==> config.mk <==
export PLATFORM = sky130hd
export DESIGN_NAME = postfix_expression_evaluator
export DESIGN_NICKNAME = d
export VERILOG_FILES = /design/src/design/pfx_pkg.sv /design/src/design/pfx_muldiv.sv /design/src/design/postfix_expression_evaluator.sv
export SDC_FILE = /design/constraint.sdc
export NUM_CORES = 2
export LEC_CHECK = 0
export BUFFER_PORTS_ARGS = -buffer_cell sky130_fd_sc_hd__buf_2
export CAP_MARGIN = 20
export CORE_ASPECT_RATIO = 1.5
export CORE_MARGIN = 5
export CORE_UTILIZATION = 40
export CTS_BUF_LIST = sky130_fd_sc_hd__clkbuf_16
export CTS_CLUSTER_SIZE = 20
export DETAILED_ROUTE_END_ITERATION = 10
export GPL_ROUTABILITY_DRIVEN = 0
export GPL_TIMING_DRIVEN = 1
export PLACE_DENSITY = 0.57
export SYNTH_ARGS = -nofsm -noshare
export SYNTH_HDL_FRONTEND = slang
export SYNTH_SLANG_ARGS = --single-unit
==> constraint.sdc <==
create_clock -name clk -period 7.3 [get_ports clk]
set_clock_uncertainty 0.2 [all_clocks]
set_input_delay 1.095 -clock clk [delete_from_list [all_inputs] [get_ports clk]]
set_output_delay 1.095 -clock clk [all_outputs]
set_load 0.05 [all_outputs]
==> src/design/pfx_pkg.sv <==
`default_nettype none

package pfx_pkg;

    localparam int WORD_W          = 32;
    localparam int STACK_DEPTH_DEF = 64;

    localparam logic [7:0] CH_ZERO  = 8'h30;
    localparam logic [7:0] CH_NINE  = 8'h39;
    localparam logic [7:0] CH_PLUS  = 8'h2B;
    localparam logic [7:0] CH_MINUS = 8'h2D;
    localparam logic [7:0] CH_MUL   = 8'h2A;
    localparam logic [7:0] CH_DIV   = 8'h2F;
    localparam logic [7:0] CH_MOD   = 8'h25;
    localparam logic [7:0] CH_XOR   = 8'h5E;

    typedef struct packed {
        logic [7:0] char_code;
        logic       is_last;
    } pfx_in_t;

    typedef struct packed {
        logic signed [WORD_W-1:0] result_value;
        logic                     underflow_seen;
        logic                     overflow_seen;
        logic                     div_zero_seen;
    } pfx_out_t;

    typedef enum logic [3:0] {
        ST_IDLE,
        ST_FLUSH,
        ST_POP_B,
        ST_POP_A,
        ST_EXEC,
        ST_WAIT,
        ST_PUSH,
        ST_END,
        ST_RPOP,
        ST_REPORT
    } st_t;

    typedef enum logic [1:0] {
        MD_MUL,
        MD_DIV,
        MD_MOD
    } md_op_t;

    typedef enum logic [1:0] {
        MD_IDLE,
        MD_RUN,
        MD_FIX,
        MD_DONE
    } md_state_t;

    typedef struct packed {
        logic   start;
        md_op_t op;
    } md_req_t;

    typedef struct packed {
        logic done;
        logic divz;
    } md_rsp_t;

    function automatic logic is_digit(input logic [7:0] c);
        return (c >= CH_ZERO) && (c <= CH_NINE);
    endfunction

    function automatic logic is_oper(input logic [7:0] c);
        return (c == CH_PLUS) || (c == CH_MINUS) || (c == CH_MUL) ||
               (c == CH_DIV) || (c == CH_MOD) || (c == CH_XOR);
    endfunction

    function automatic logic [WORD_W-1:0] mag(input logic [WORD_W-1:0] v);
        return v[WORD_W-1] ? (WORD_W'(0) - v) : v;
    endfunction

endpackage

`default_nettype wire

==> src/design/pfx_muldiv.sv <==
`default_nettype none

module pfx_muldiv (
    input  wire logic                       clk,
    input  wire logic                       rst_n,
    input  wire pfx_pkg::md_req_t           req,
    input  wire logic [pfx_pkg::WORD_W-1:0] a,
    input  wire logic [pfx_pkg::WORD_W-1:0] b,
    output pfx_pkg::md_rsp_t                rsp,
    output logic [pfx_pkg::WORD_W-1:0]      result
);
    import pfx_pkg::*;

    localparam int CW = $clog2(WORD_W);

    md_state_t          state_reg, state_next;
    md_op_t             op_reg, op_next;
    logic [WORD_W-1:0]  x_reg, x_next;
    logic [WORD_W-1:0]  y_reg, y_next;
    logic [WORD_W-1:0]  acc_reg, acc_next;
    logic [WORD_W-1:0]  res_reg, res_next;
    logic [CW-1:0]      cnt_reg, cnt_next;
    logic               negq_reg, negq_next;
    logic               negr_reg, negr_next;
    logic               divz_reg, divz_next;

    logic [WORD_W:0]    rem_shift;
    logic [WORD_W+1:0]  trial;
    logic               ge;

    // one restoring-division step: shift in next dividend bit, try subtract
    assign rem_shift = {acc_reg, y_reg[WORD_W-1]};
    assign trial     = {1'b0, rem_shift} - {2'b00, x_reg};
    assign ge        = !trial[WORD_W+1];

    always_comb
    begin
        state_next = state_reg;
        case (state_reg)
            MD_IDLE:
            begin
                if (req.start)
                begin
                    if (req.op != MD_MUL && b == '0)
                        state_next = MD_FIX;
                    else
                        state_next = MD_RUN;
                end
            end
            MD_RUN:
            begin
                if (cnt_reg == CW'(WORD_W - 1))
                    state_next = MD_FIX;
            end
            MD_FIX:  state_next = MD_DONE;
            MD_DONE: state_next = MD_IDLE;
            default: state_next = MD_IDLE;
        endcase
    end

    always_comb
    begin
        op_next   = op_reg;
        x_next    = x_reg;
        y_next    = y_reg;
        acc_next  = acc_reg;
        res_next  = res_reg;
        cnt_next  = cnt_reg;
        negq_next = negq_reg;
        negr_next = negr_reg;
        divz_next = divz_reg;
        case (state_reg)
            MD_IDLE:
            begin
                if (req.start)
                begin
                    op_next   = req.op;
                    acc_next  = '0;
                    cnt_next  = '0;
                    negq_next = a[WORD_W-1] ^ b[WORD_W-1];
                    negr_next = a[WORD_W-1];
                    divz_next = (req.op != MD_MUL) && (b == '0);
                    if (req.op == MD_MUL)
                    begin
                        x_next = a;
                        y_next = b;
                    end
                    else
                    begin
                        x_next = mag(b);
                        y_next = mag(a);
                    end
                end
            end
            MD_RUN:
            begin
                cnt_next = cnt_reg + CW'(1);
                if (op_reg == MD_MUL)
                begin
                    if (y_reg[0])
                        acc_next = acc_reg + x_reg;
                    x_next = {x_reg[WORD_W-2:0], 1'b0};
                    y_next = {1'b0, y_reg[WORD_W-1:1]};
                end
                else
                begin
                    acc_next = ge ? trial[WORD_W-1:0] : rem_shift[WORD_W-1:0];
                    y_next   = {y_reg[WORD_W-2:0], ge};
                end
            end
            MD_FIX:
            begin
                if (divz_reg)
                    res_next = '0;
                else
                begin
                    case (op_reg)
                        MD_MUL:  res_next = acc_reg;
                        MD_DIV:  res_next = negq_reg ? (WORD_W'(0) - y_reg) : y_reg;
                        MD_MOD:  res_next = negr_reg ? (WORD_W'(0) - acc_reg) : acc_reg;
                        default: res_next = acc_reg;
                    endcase
                end
            end
            default:
            begin
            end
        endcase
    end

    always_ff @(posedge clk or negedge rst_n)
    begin
        if (!rst_n)
            state_reg <= MD_IDLE;
        else
            state_reg <= state_next;
    end

    always_ff @(posedge clk)
    begin
        op_reg   <= op_next;
        x_reg    <= x_next;
        y_reg    <= y_next;
        acc_reg  <= acc_next;
        res_reg  <= res_next;
        cnt_reg  <= cnt_next;
        negq_reg <= negq_next;
        negr_reg <= negr_next;
        divz_reg <= divz_next;
    end

    assign rsp.done = (state_reg == MD_DONE);
    assign rsp.divz = divz_reg;
    assign result   = res_reg;

endmodule

`default_nettype wire

==> src/design/postfix_expression_evaluator.sv <==
// Postfix expression evaluator.
// Input channel (in_valid / in_stall / in_data): one ASCII character a word,
// with is_last marking the end of the expression. Digits build a decimal
// number; + - * / % ^ pop two operands and push the result onto an internal
// operand stack of STACK_DEPTH 32-bit words.
// Output channel (out_valid / out_stall / out_data): one word per expression,
// sent after the last character: top of stack plus sticky underflow,
// overflow and divide-by-zero flags. State is then cleared for the next one.
// Sequencing: a character is taken only while the sequencer is idle.
//   digits and other characters: FLUSH, END
//   + - ^: FLUSH, POP_B, POP_A, EXEC, PUSH, END
//   * / %: as + - ^ plus WAIT after EXEC, held by the shared 32-step shift-add /
//     restoring-divide unit (start, steps, sign fix, handoff; by zero: no steps)
// A last character also passes RPOP and REPORT before the result word is loaded.
// The result sits in an output register; the next expression is accepted
// while it waits. If the receiver still stalls when the next result is
// ready, the sequencer holds until the register frees up.
// Reset (rst_n, async, active low) empties the stack and clears all flags;
// there is no clearing pass.
`default_nettype none

module postfix_expression_evaluator #(
    parameter int STACK_DEPTH = pfx_pkg::STACK_DEPTH_DEF
) (
    input  wire logic             clk,
    input  wire logic             rst_n,
    input  wire logic             in_valid,
    output logic                  in_stall,
    input  wire pfx_pkg::pfx_in_t in_data,
    output logic                  out_valid,
    input  wire logic             out_stall,
    output pfx_pkg::pfx_out_t     out_data
);
    import pfx_pkg::*;

    localparam int CNT_W = $clog2(STACK_DEPTH + 1);
    localparam int AW    = $clog2(STACK_DEPTH);

    st_t                state_reg, state_next;
    logic [7:0]         char_reg;
    logic               last_reg;
    logic [WORD_W-1:0]  acc_reg, acc_next;
    logic               open_reg, open_next;
    logic [CNT_W-1:0]   cnt_reg, cnt_next;
    logic               under_reg, under_next;
    logic               over_reg, over_next;
    logic               divz_reg, divz_next;
    logic               hit_reg, hit_next;
    logic [WORD_W-1:0]  opb_reg, opb_next;
    logic [WORD_W-1:0]  res_reg, res_next;
    logic [WORD_W-1:0]  rd_data_reg;
    pfx_out_t           out_reg, out_next;
    logic               out_valid_reg, out_valid_next;

    logic [WORD_W-1:0]  stack_mem [STACK_DEPTH];

    logic               push_req, pop_req, clear_req, divz_set, out_load;
    logic [WORD_W-1:0]  push_data;
    logic               mem_we, rd_en;
    logic [AW-1:0]      wr_addr, rd_addr;
    logic [CNT_W-1:0]   cnt_dec;
    logic               full, empty, in_take, out_busy;
    logic [WORD_W-1:0]  pop_val;

    md_req_t            md_req;
    md_rsp_t            md_rsp;
    logic [WORD_W-1:0]  md_result;

    assign in_stall = (state_reg != ST_IDLE);
    assign in_take  = in_valid && !in_stall;
    assign out_busy = out_valid_reg && out_stall;
    assign full     = (cnt_reg == CNT_W'(STACK_DEPTH));
    assign empty    = (cnt_reg == '0);
    assign cnt_dec  = cnt_reg - CNT_W'(1);
    // value of the last pop: all ones when it hit an empty stack
    assign pop_val  = hit_reg ? rd_data_reg : '1;

    pfx_muldiv u_muldiv (
        .clk    (clk),
        .rst_n  (rst_n),
        .req    (md_req),
        .a      (pop_val),
        .b      (opb_reg),
        .rsp    (md_rsp),
        .result (md_result)
    );

    // next state
    always_comb
    begin
        state_next = state_reg;
        case (state_reg)
            ST_IDLE:
            begin
                if (in_take)
                    state_next = ST_FLUSH;
            end
            ST_FLUSH:
            begin
                if (is_oper(char_reg))
                    state_next = ST_POP_B;
                else
                    state_next = ST_END;
            end
            ST_POP_B: state_next = ST_POP_A;
            ST_POP_A: state_next = ST_EXEC;
            ST_EXEC:
            begin
                if (char_reg == CH_PLUS || char_reg == CH_MINUS || char_reg == CH_XOR)
                    state_next = ST_PUSH;
                else
                    state_next = ST_WAIT;
            end
            ST_WAIT:
            begin
                if (md_rsp.done)
                    state_next = ST_PUSH;
            end
            ST_PUSH: state_next = ST_END;
            ST_END:
            begin
                if (last_reg)
                    state_next = ST_RPOP;
                else
                    state_next = ST_IDLE;
            end
            ST_RPOP: state_next = ST_REPORT;
            ST_REPORT:
            begin
                if (!out_busy)
                    state_next = ST_IDLE;
            end
            default: state_next = ST_IDLE;
        endcase
    end

    // sequencer outputs
    always_comb
    begin
        push_req  = 1'b0;
        push_data = acc_reg;
        pop_req   = 1'b0;
        clear_req = 1'b0;
        divz_set  = 1'b0;
        out_load  = 1'b0;
        acc_next  = acc_reg;
        open_next = open_reg;
        opb_next  = opb_reg;
        res_next  = res_reg;
        md_req    = '{start: 1'b0, op: MD_MUL};
        case (state_reg)
            ST_FLUSH:
            begin
                if (is_digit(char_reg))
                begin
                    acc_next  = (acc_reg << 3) + (acc_reg << 1) +
                                WORD_W'(char_reg - CH_ZERO);
                    open_next = 1'b1;
                end
                else if (open_reg)
                begin
                    push_req  = 1'b1;
                    acc_next  = '0;
                    open_next = 1'b0;
                end
            end
            ST_POP_B:
            begin
                pop_req = 1'b1;
            end
            ST_POP_A:
            begin
                opb_next = pop_val;
                pop_req  = 1'b1;
            end
            ST_EXEC:
            begin
                case (char_reg)
                    CH_PLUS:  res_next = pop_val + opb_reg;
                    CH_MINUS: res_next = pop_val - opb_reg;
                    CH_XOR:   res_next = pop_val ^ opb_reg;
                    CH_MUL:   md_req   = '{start: 1'b1, op: MD_MUL};
                    CH_DIV:   md_req   = '{start: 1'b1, op: MD_DIV};
                    default:  md_req   = '{start: 1'b1, op: MD_MOD};
                endcase
            end
            ST_WAIT:
            begin
                if (md_rsp.done)
                begin
                    res_next = md_result;
                    divz_set = md_rsp.divz;
                end
            end
            ST_PUSH:
            begin
                push_req  = 1'b1;
                push_data = res_reg;
            end
            ST_END:
            begin
                if (last_reg && open_reg)
                begin
                    push_req  = 1'b1;
                    acc_next  = '0;
                    open_next = 1'b0;
                end
            end
            ST_RPOP:
            begin
                pop_req = 1'b1;
            end
            ST_REPORT:
            begin
                if (!out_busy)
                begin
                    out_load  = 1'b1;
                    clear_req = 1'b1;
                    acc_next  = '0;
                    open_next = 1'b0;
                end
            end
            default:
            begin
            end
        endcase
    end

    // stack pointer, memory port control and sticky flags
    always_comb
    begin
        cnt_next   = cnt_reg;
        under_next = under_reg;
        over_next  = over_reg;
        divz_next  = divz_reg || divz_set;
        hit_next   = hit_reg;
        mem_we     = 1'b0;
        rd_en      = 1'b0;
        wr_addr    = cnt_reg[AW-1:0];
        rd_addr    = cnt_dec[AW-1:0];
        if (push_req)
        begin
            if (full)
                over_next = 1'b1;
            else
            begin
                mem_we   = 1'b1;
                cnt_next = cnt_reg + CNT_W'(1);
            end
        end
        if (pop_req)
        begin
            if (empty)
            begin
                under_next = 1'b1;
                hit_next   = 1'b0;
            end
            else
            begin
                rd_en    = 1'b1;
                hit_next = 1'b1;
                cnt_next = cnt_dec;
            end
        end
        if (clear_req)
        begin
            cnt_next   = '0;
            under_next = 1'b0;
            over_next  = 1'b0;
            divz_next  = 1'b0;
        end
    end

    always_comb
    begin
        out_next       = out_reg;
        out_valid_next = out_busy;
        if (out_load)
        begin
            out_next.result_value   = pop_val;
            out_next.underflow_seen = under_reg;
            out_next.overflow_seen  = over_reg;
            out_next.div_zero_seen  = divz_reg;
            out_valid_next          = 1'b1;
        end
    end

    always_ff @(posedge clk or negedge rst_n)
    begin
        if (!rst_n)
        begin
            state_reg     <= ST_IDLE;
            acc_reg       <= '0;
            open_reg      <= 1'b0;
            cnt_reg       <= '0;
            under_reg     <= 1'b0;
            over_reg      <= 1'b0;
            divz_reg      <= 1'b0;
            hit_reg       <= 1'b0;
            out_valid_reg <= 1'b0;
        end
        else
        begin
            state_reg     <= state_next;
            acc_reg       <= acc_next;
            open_reg      <= open_next;
            cnt_reg       <= cnt_next;
            under_reg     <= under_next;
            over_reg      <= over_next;
            divz_reg      <= divz_next;
            hit_reg       <= hit_next;
            out_valid_reg <= out_valid_next;
        end
    end

    always_ff @(posedge clk)
    begin
        if (in_take)
        begin
            char_reg <= in_data.char_code;
            last_reg <= in_data.is_last;
        end
        opb_reg <= opb_next;
        res_reg <= res_next;
        out_reg <= out_next;
    end

    always_ff @(posedge clk)
    begin
        if (mem_we)
            stack_mem[wr_addr] <= push_data;
        if (rd_en)
            rd_data_reg <= stack_mem[rd_addr];
    end

    assign out_valid = out_valid_reg;
    assign out_data  = out_reg;

    a_cnt_bound: assert property (@(posedge clk) disable iff (!rst_n)
        cnt_reg <= CNT_W'(STACK_DEPTH))
        else $error("stack count beyond depth");

    a_out_from_report: assert property (@(posedge clk) disable iff (!rst_n)
        $rose(out_valid_reg) |-> $past(state_reg == ST_REPORT))
        else $error("result word raised outside report");

    a_md_done_in_wait: assert property (@(posedge clk) disable iff (!rst_n)
        md_rsp.done |-> (state_reg == ST_WAIT))
        else $error("multiply/divide finished while sequencer not waiting");

    a_clear_after_report: assert property (@(posedge clk) disable iff (!rst_n)
        (state_reg == ST_REPORT && !out_busy) |=>
            (cnt_reg == '0 && !open_reg && !under_reg && !over_reg && !divz_reg))
        else $error("state not cleared after report");

endmodule

`default_nettype wire
==> impl_metrics.csv <==
group,metric,value,unit
timing,max_freq,170,MHz
clocking,clkLatencyLatePin,0.87,ns
global_routing,track_usage,20.1,%
clocking,postCtsSetupRepairBufs,0,
die,core,259000,µm²
yosys,synthSimpleGateAreaFrac,4.64,%
cells_and_area,syn_to_final_growth,12.2,%
cells_and_area,largest_reg_flops,2048,
worst_setup_path,critical_path.max_stage_delay,0.67,ns
placement,dp_hpwl,179000,µm
timing,slew_viol_final,0,
clocking,cts_max_level,4,
clocking,clk_pin_slew_worst_paths,0.06,ns
clocking,numCtsBuffers,219,
yosys,synth-edff-count,2326,
yosys,ys_types,88,
cells_and_area,final_core_util,44.9,%
flow_run,drv_cap,0,
die,die_h,633,µm
cells_and_area,regArea,71100,µm²
worst_setup_path,end_kind,"flip-flop",
global_routing,grt_pass1_vias,57400,
power_and_ir_drop,power_density,441,nW/µm²
die,start_util,40.0,%
route,via_count,54800,
power_and_ir_drop,peakVddDrop,0.583,mV
yosys,synth_top_family_by_area,"multiplexers",
route,post_drt_wl_per_cell,28.5,µm
yosys,async_flop_share,2.15,%
route,postRouteAntennaNets,0,
worst_setup_path,required,7.68,ns
yosys,synth_warnings,0,
route,drc,0,
yosys,netlist_instances,5843,
clocking,hold_buffers,0,
route,drtPass1Iterations,7,
worst_setup_path,cp_top_family,"compound AO/OA/AOI/OAI gates",
route,drt_wl_total,274000,µm
cells_and_area,regMostFlops,"stack_mem",
timing,finalCritPeriodShare,80.5,%
cells_and_area,fillerInstances,22100,
global_routing,grt-ovfl-total,0,
yosys,yosysSeqAreaShare,68.6,%
die,top_level_ports,50,
timing,grt_setup_unrepaired,"false",
timing,tns,0,ns
placement,place.port_buffers,49,
global_routing,grt_pass1_wl,400000,µm
timing,period_minus_slack,5.88,ns
clocking,cts_max_path_buffers,4,
cells_and_area,layout.nets,6162,
timing,worst_pin_slew,1.14,ns
yosys,synthXorXnorAreaFrac,2.10,%
route,drt_iter0_drc,4301,
run_status,outcome,"complete, no violations",
worst_setup_path,critPathKind,"flip-flop to flip-flop",
yosys,muxShareOfSynthArea,15.4,%
worst_setup_path,arrival,6.26,ns
global_routing,antenna_found_initial,10,
worst_setup_path,crit_slowest_cell,"nor4b_1",
yosys,syn-num-nets,6040,
die,placementRows,229,
cells_and_area,multi_input_area,31500,µm²
clocking,clock-root-buffer,"clkbuf_16",
route,via_per_inst,5.71,
cells_and_area,layout-drive-gt1-share,22.0,%
yosys,synth_compound_area_share,5.22,%
yosys,yosysTopAreaCell,"edfxtp_1",
yosys,yosysMostFrequentCell,"edfxtp_1",
power_and_ir_drop,p_leak,38.3,nW
yosys,ys_top_cells_by_area,"edfxtp_1 67%, mux4_2 15%, ha_1 1.8%, dfrtp_1 1.2%, xnor2_1 1.1%",
yosys,yosys.area_share.adder,2.45,%
clocking,cts_tree,"yes",
yosys,yosys_register_bits,2377,
yosys,ys.flop_type,"edfxtp_1",
yosys,syn_area_per_cell,17.7,µm²
worst_setup_path,start_kind,"flip-flop",
yosys,synth_top_area_share,67.4,%
timing,setup_viol,0,
yosys,synthTopCellsByCount,"2326 x edfxtp_1, 672 x mux4_2, 308 x nand2_1, 300 x nor2_1, 251 x clkbuf_1",
die,dieArea,270000,µm²
worst_setup_path,crit_chain,"inv_1 > ha_1 > nor2b_1 > nor4b_1 > and2_1 > nor2_1 > xnor2_1 > ha_1 > nand2b_1 > a21oi_1 > o31ai_1 > o2bb2ai_1 > o21ai_0 > a41oi_1 > o21ai_0 > nand3_1 > a31oi_1",
global_routing,grt_max_degree,107,
die,die_w,426,µm
yosys,syn_area,104000,µm²
clocking,cts_resized,0,
clocking,clock-sinks,2377,
min_path,min_path_type,"primary input to flip-flop",
timing,worst_slew_margin_rel,23.2,%
worst_setup_path,path_max_fanout,6,
worst_setup_path,path_buf_inv,1,
timing,final-hold-violation-count,0,
cells in the final DEF (no fill, tap or decap), drive strengths merged, types with 12 or more instances in the layout:
cell type  count
a211oi        72
a21o          63
a21oi        217
a221oi        14
a22oi         23
a31oi         26
and2          20
and3          28
buf          226
bufinv        19
clkbuf       219
clkinv        98
clkinvlp      12
dfrtp         51
edfxtp      2326
fa            32
ha           152
inv          142
mux2          34
mux2i         42
mux4         672
nand2        308
nand2b        55
nand3         61
nand4         24
nor2         300
nor2b         35
nor3          60
nor4          17
o211ai        29
o21a          24
o21ai        242
o31ai         41
o32ai         16
or3           35
or4           16
xnor2        136
xor2         112
final cells by class:
| cell class | instances | share of cell area, % |
|---|---|---|
| Clock buffer | 219 | 4.71 |
| Inverter | 98 | 0.316 |
| Tap cell | 3465 | 3.73 |
| Timing Repair Buffer | 226 | 1.79 |
| Antenna cell | 3 | 0.00646 |
| Sequential cell | 2377 | 61.2 |
| Clock inverter | 173 | 1.15 |
| Multi-Input combinational cell | 3043 | 27.1 |
kinds of logic (layout without fill, tap and decap cells):
| kind of cell | Yosys count | count (layout) |
|---|---|---|
| AO/OA/AOI/OAI | 856 | 856 |
| XOR/XNOR | 248 | 248 |
| adder cells (fa/ha/maj) | 184 | 184 |
| buffers and inverters | 423 | 716 |
| flip-flops | 2377 | 2377 |
| multiplexers | 748 | 748 |
| other | 0 | 3 |
| AND/OR/NAND/NOR | 1007 | 1007 |
power by group:
part | internal (W) | switching (W) | total [W]
Combinational | 0.00941 | 0.0125 | 0.0219
Sequential | 0.0171 | 0.00111 | 0.0182
Clock | 0.00612 | 0.00505 | 0.0112
metal layers:
layer / track usage [%] / routed length (µm) / part of all wire (%) / up-vias
met1: 23.1 / 101000 / 37 / 29000
met5: 0 / 0 / 0 / -
met3: 2.22 / 10800 / 3.9 / 469
met2: 37.6 / 149000 / 54 / 1446
met4: 8.50 / 13400 / 4.9 / 0
li1: - / - / - / 23900
per-stage QoR:
| stage | power [W] | hold WS (ns) | instances | setup WS (ns) | cell area [µm²] |
|---|---|---|---|---|---|
| 2_1_floorplan | 0.0333 | 0.225 | 5843 | 1.22 | 104000 |
| 3_3_place_gp | 0.0402 | 0.255 | 9182 | 1.41 | 109000 |
| 4_1_cts | 0.0516 | 0.149 | 9575 | 1.49 | 116000 |
| 3_5_place_dp | 0.0404 | 0.255 | 9183 | 1.51 | 109000 |
| 6_report | 0.0512 | 0.219 | 9604 | 1.42 | 116000 |
| 5_1_grt | 0.0537 | 0.168 | 9602 | 1.23 | 116000 |
final timing paths:
kind	from	endpoint	cells past startpoint	slack, ns
hold / removal	in_data[8]	char_reg[7]$_DFFE_PP_	1	0.22
setup / recovery	char_reg[4]$_DFFE_PP_	res_reg[30]$_DFFE_PP_	17	1.42
min in group asynchronous	rst_n	acc_reg[23]$_DFFE_PN0P_	2	0.24
hold reg to reg	divz_reg$_DFF_PN0_	out_data[0]$_DFFE_PP_	0	0.27
setup reg to reg	char_reg[4]$_DFFE_PP_	res_reg[30]$_DFFE_PP_	17	1.42
max in group asynchronous	rst_n	cnt_reg[0]$_DFF_PN0_	2	6.05
(Power assumes the default switching activity.)
